### src/rtl/pkms_ram.sv
// generic single-port-write, registered-read ram
`default_nettype none

module pkms_ram #(
    parameter int WIDTH = 8,
    parameter int DEPTH = 64
) (
    input  wire logic                     i_clk,
    input  wire logic                     i_we,
    input  wire logic [$clog2(DEPTH)-1:0] i_waddr,
    input  wire logic [WIDTH-1:0]         i_wdata,
    input  wire logic                     i_re,
    input  wire logic [$clog2(DEPTH)-1:0] i_raddr,
    output logic      [WIDTH-1:0]         o_rdata
);

    logic [WIDTH-1:0] r_mem [DEPTH];

    always_ff @(posedge i_clk) begin
        if (i_we) begin
            r_mem[i_waddr] <= i_wdata;
        end
        if (i_re) begin
            o_rdata <= r_mem[i_raddr];
        end
    end

endmodule

`default_nettype wire

### config.mk
export PLATFORM = sky130hd
export DESIGN_NAME = pkms_ram
export DESIGN_NICKNAME = d
export VERILOG_FILES = /design/src/rtl/pkms_ram.sv
export SDC_FILE = /design/constraint.sdc
export NUM_CORES = 1
export LEC_CHECK = 0
export ABC_CLOCK_PERIOD_IN_PS = 2600
export BUFFER_PORTS_ARGS = -buffer_cell sky130_fd_sc_hd__buf_4
export CAP_MARGIN = 20
export CORE_MARGIN = 8
export CORE_UTILIZATION = 26
export DETAILED_ROUTE_END_ITERATION = 10
export PLACE_DENSITY_LB_ADDON = 0.05
export RECOVER_POWER = 25
export SETUP_SLACK_MARGIN = 0.4
export SYNTH_ARGS = -nofsm -noshare
export SYNTH_HDL_FRONTEND = slang
export SYNTH_SLANG_ARGS = --single-unit
### constraint.sdc
create_clock -name i_clk -period 2.6 [get_ports i_clk]
set_input_delay 0.26 -clock i_clk [delete_from_list [all_inputs] [get_ports i_clk]]
set_output_delay 0.26 -clock i_clk [all_outputs]
set_load 0.01 [all_outputs]
==> results.py <==
metrics = {
    "floorplanning": {
        "dieArea_um2": 87100,
        "ioPinCount": 31,
        "fp.coreArea_um2": 77300,
        "die_w_um": 295,
        "floorplan.rows": 102,
        "initial_core_util_pct": 26.2,
        "die_h_um": 295,
    },
    "synthesis": {
        "synth.area.top_cells": "edfxtp_1 (77%), mux4_2 (14%), nor2_1 (1.5%)",
        "ys_seq_elements": 520,
        "synth_warnings": 0,
        "avgSynthCellArea_um2": 21.5,
        "synth_nets": 963,
        "yosys_most_used_dff": "edfxtp_1",
        "synth_edf_count": 520,
        "ys_types": 39,
        "synth_top_cell_by_area": "edfxtp_1",
        "synthArstFlopShare_pct": 0,
        "syn_inst": 940,
        "syn_area_um2": 20200,
        "synth_top_area_share_pct": 77.1,
        "synth_seq_area_share_pct": 77.1,
    },
    "power_and_ir_drop": {
        "p_seq_share_pct": 49.9,
        "p_switching_mw": 4.06,
        "p_leak_nw": 7.77,
        "p_comb_share_pct": 5.3,
        "p_int_mw": 14.7,
        "sw_frac_of_total_pct": 21.7,
        "peakVddDrop_mv": 0.461,
        "power_mw": 18.7,
        "power_density_nw_per_um2": 763,
        "clkPwrFrac_pct": 44.8,
    },
    "grt": {
        "antenna_found_initial": 0,
        "globalRoute.totalOverflow": 0,
        "grt_max_degree": 65,
        "grt_usage_pct": 13.2,
        "grt_pass1_vias": 10400,
        "grt_pass1_wl_mm": 81.1,
    },
    "hold_path": {
        "hold_path.class": "input port to flip-flop",
        "holdPathStages": 2,
        "min_to": "o_rdata[5]",
        "holdCritStartpoint": "i_raddr[5]",
    },
    "outcome": {
        "violations": "capacitance limit, slew limit",
        "status": "finished, violations left",
    },
    "placed_design": {
        "dpl_cell_area_um2": 22600,
        "finalWeightedCongestion": 0.717,
        "dp.cells": 2086,
        "place_ws_ns": -0.0290,
        "dpl.hpwl_mm": 35.8,
        "io_buffers": 30,
    },
    "setup_path": {
        "slowest_delay_ns": 0.48,
        "cp_max_fo": 1,
        "critPathLaunchType": "flip-flop",
        "rr_startpoint": "r_mem[20][6]",
        "critPathKind": "flip-flop to flip-flop",
        "slowest_stage": "mux4_2",
        "endpoint_kind": "flip-flop",
        "r2r_slack_ns": 0.46,
        "worstPathArrival_ns": 2.51,
        "cp_top_family": "multiplexers",
        "crit_buf_inv": 1,
        "required_ns": 2.97,
        "r2r.worst_path.cells": 6,
        "rr_endpoint": "o_rdata[6]",
        "worstPathCellList": "mux4_2 > mux2_2 > o221a_2 > nor3_2 > buf_4 > o32ai_1",
    },
    "layout": {
        "finalInstanceArea_um2": 24500,
        "fin_util_pct": 31.7,
        "final_common_cell": "edfxtp_1",
        "fin_cells": 2200,
        "syn2layout_area_growth_pct": 21.2,
        "final_nets": 1133,
        "mostFrequentLayoutCells": "edfxtp_1 (520), buf_4 (136), mux4_2 (126)",
        "antenna_cells": 0,
        "drive_gt1_share_pct": 33.2,
    },
    "timing": {
        "setup_slack_ns": 0.460,
        "clock.fmax_ghz": 0.467,
        "finalClockSkew_ns": 0.0326,
        "final.min_clock_period_ns": 2.14,
        "hold_viol_final": 0,
        "rsz0062_at_grt": "false",
        "timing.final.crit_share_pct": 82.3,
        "final.setup.tns_ns": 0,
        "finalSetupViolations": 0,
        "slew_viol_final": 157,
        "whs_ns": 0.112,
        "relSlewSlack_pct": -1.83,
        "worst_slew_pin_slew_ns": 1.53,
    },
    "detailed_routing": {
        "wirelength_mm": 57.6,
        "wl_per_cell_um": 26.2,
        "drc_errors": 0,
        "vias_per_cell": 4.49,
        "vias": 9872,
        "drtIter0Drc": 696,
        "postRouteAntennaNets": 0,
        "detailedRoute.firstPassIterationCount": 4,
    },
    "clocking": {
        "clock_sinks": 520,
        "cts_buffer_depth": 3,
        "cts_inserted_buffers": 61,
        "clockRootBuffer": "clkbuf_16",
        "clkTransAtPathRegs_ns": 0.06,
        "clk_latency_ns": 0.62,
        "cts_tree": "built",
        "h-tree-depth": 2,
    },
    "flow_run": {
        "maxCapViolCount": 2,
    },
}
==> worst max-delay path by stage <==
| stage | depth (start not counted) | start | end | slack, ns |
|---|---|---|---|---|
| after floorplan | 7 | i_raddr[1] | o_rdata[3] | 0.53 |
| after detailed placement | 6 | i_raddr[0] | o_rdata[7] | -0.03 |
| final | 6 | r_mem[20][6] | o_rdata[6] | 0.46 |
| after global routing | 6 | r_mem[20][6] | o_rdata[6] | 0.41 |
| after global placement | 6 | i_raddr[0] | o_rdata[7] | -0.02 |
| after CTS | 6 | r_mem[20][6] | o_rdata[6] | 0.42 |
==> Yosys cell counts, drive strengths merged, types with 4 or more instances <==
cell	n
nand2	19
o22ai	8
nand3	13
nor2	83
o221ai	8
a211oi	4
mux4	126
buf	34
o21ai	4
nand2b	7
mux2	13
nor2b	14
edfxtp	520
a221oi	6
nor3	7
mux2i	23
clkbuf	17
==> what timing repair did <==
action / 4_1_cts / 5_1_grt
resized for setup: 1 / 0
hold endpoints to repair: 8 / 0
buffers inserted: 0 / 0
endpoints found under the setup margin: 1 / 0
hold buffers: 1 / 0
==> power groups by stage <==
stage / registers, mW / logic, mW / clock network [mW]
after floorplan: 9.49 / 0.495 / 0
after global placement: 9.51 / 1.04 / 0
after detailed placement: 9.51 / 1.04 / 0
after CTS: 9.33 / 1.04 / 8.67
after global routing: 9.34 / 1.08 / 8.94
final: 9.34 / 1.00 / 8.38
==> per-layer routing <==
metal	wire (µm)	GRT usage, %	vias up
li1	-	-	4289
met1	27800	19.0	5351
met2	26700	20.9	160
met3	1950	1.98	72
met4	1150	3.11	0
met5	0	0	-
==> sequential cells by signal, summed over array words and instances (netlist names) <==
name and count:
r_mem 512, o_rdata 8
==> kinds of logic after synthesis <==
logic type      count (synthesis)  share of synthesized area, %
flops                         520                          77.1
mux                           162                          15.9
buf+inv                        51                          1.56
simple gates                  153                          3.37
compound gates                 54                          2.06
==> layout make-up <==
type	instances	area (µm²)
repair buffers	158	1340
multi-input cells	369	4320
fillers	7490	52800
well taps	1040	1300
clock buffers	78	1610
flip-flops and latches	520	15600
clock inverters	35	350
Power figures use the tool's default switching activity.
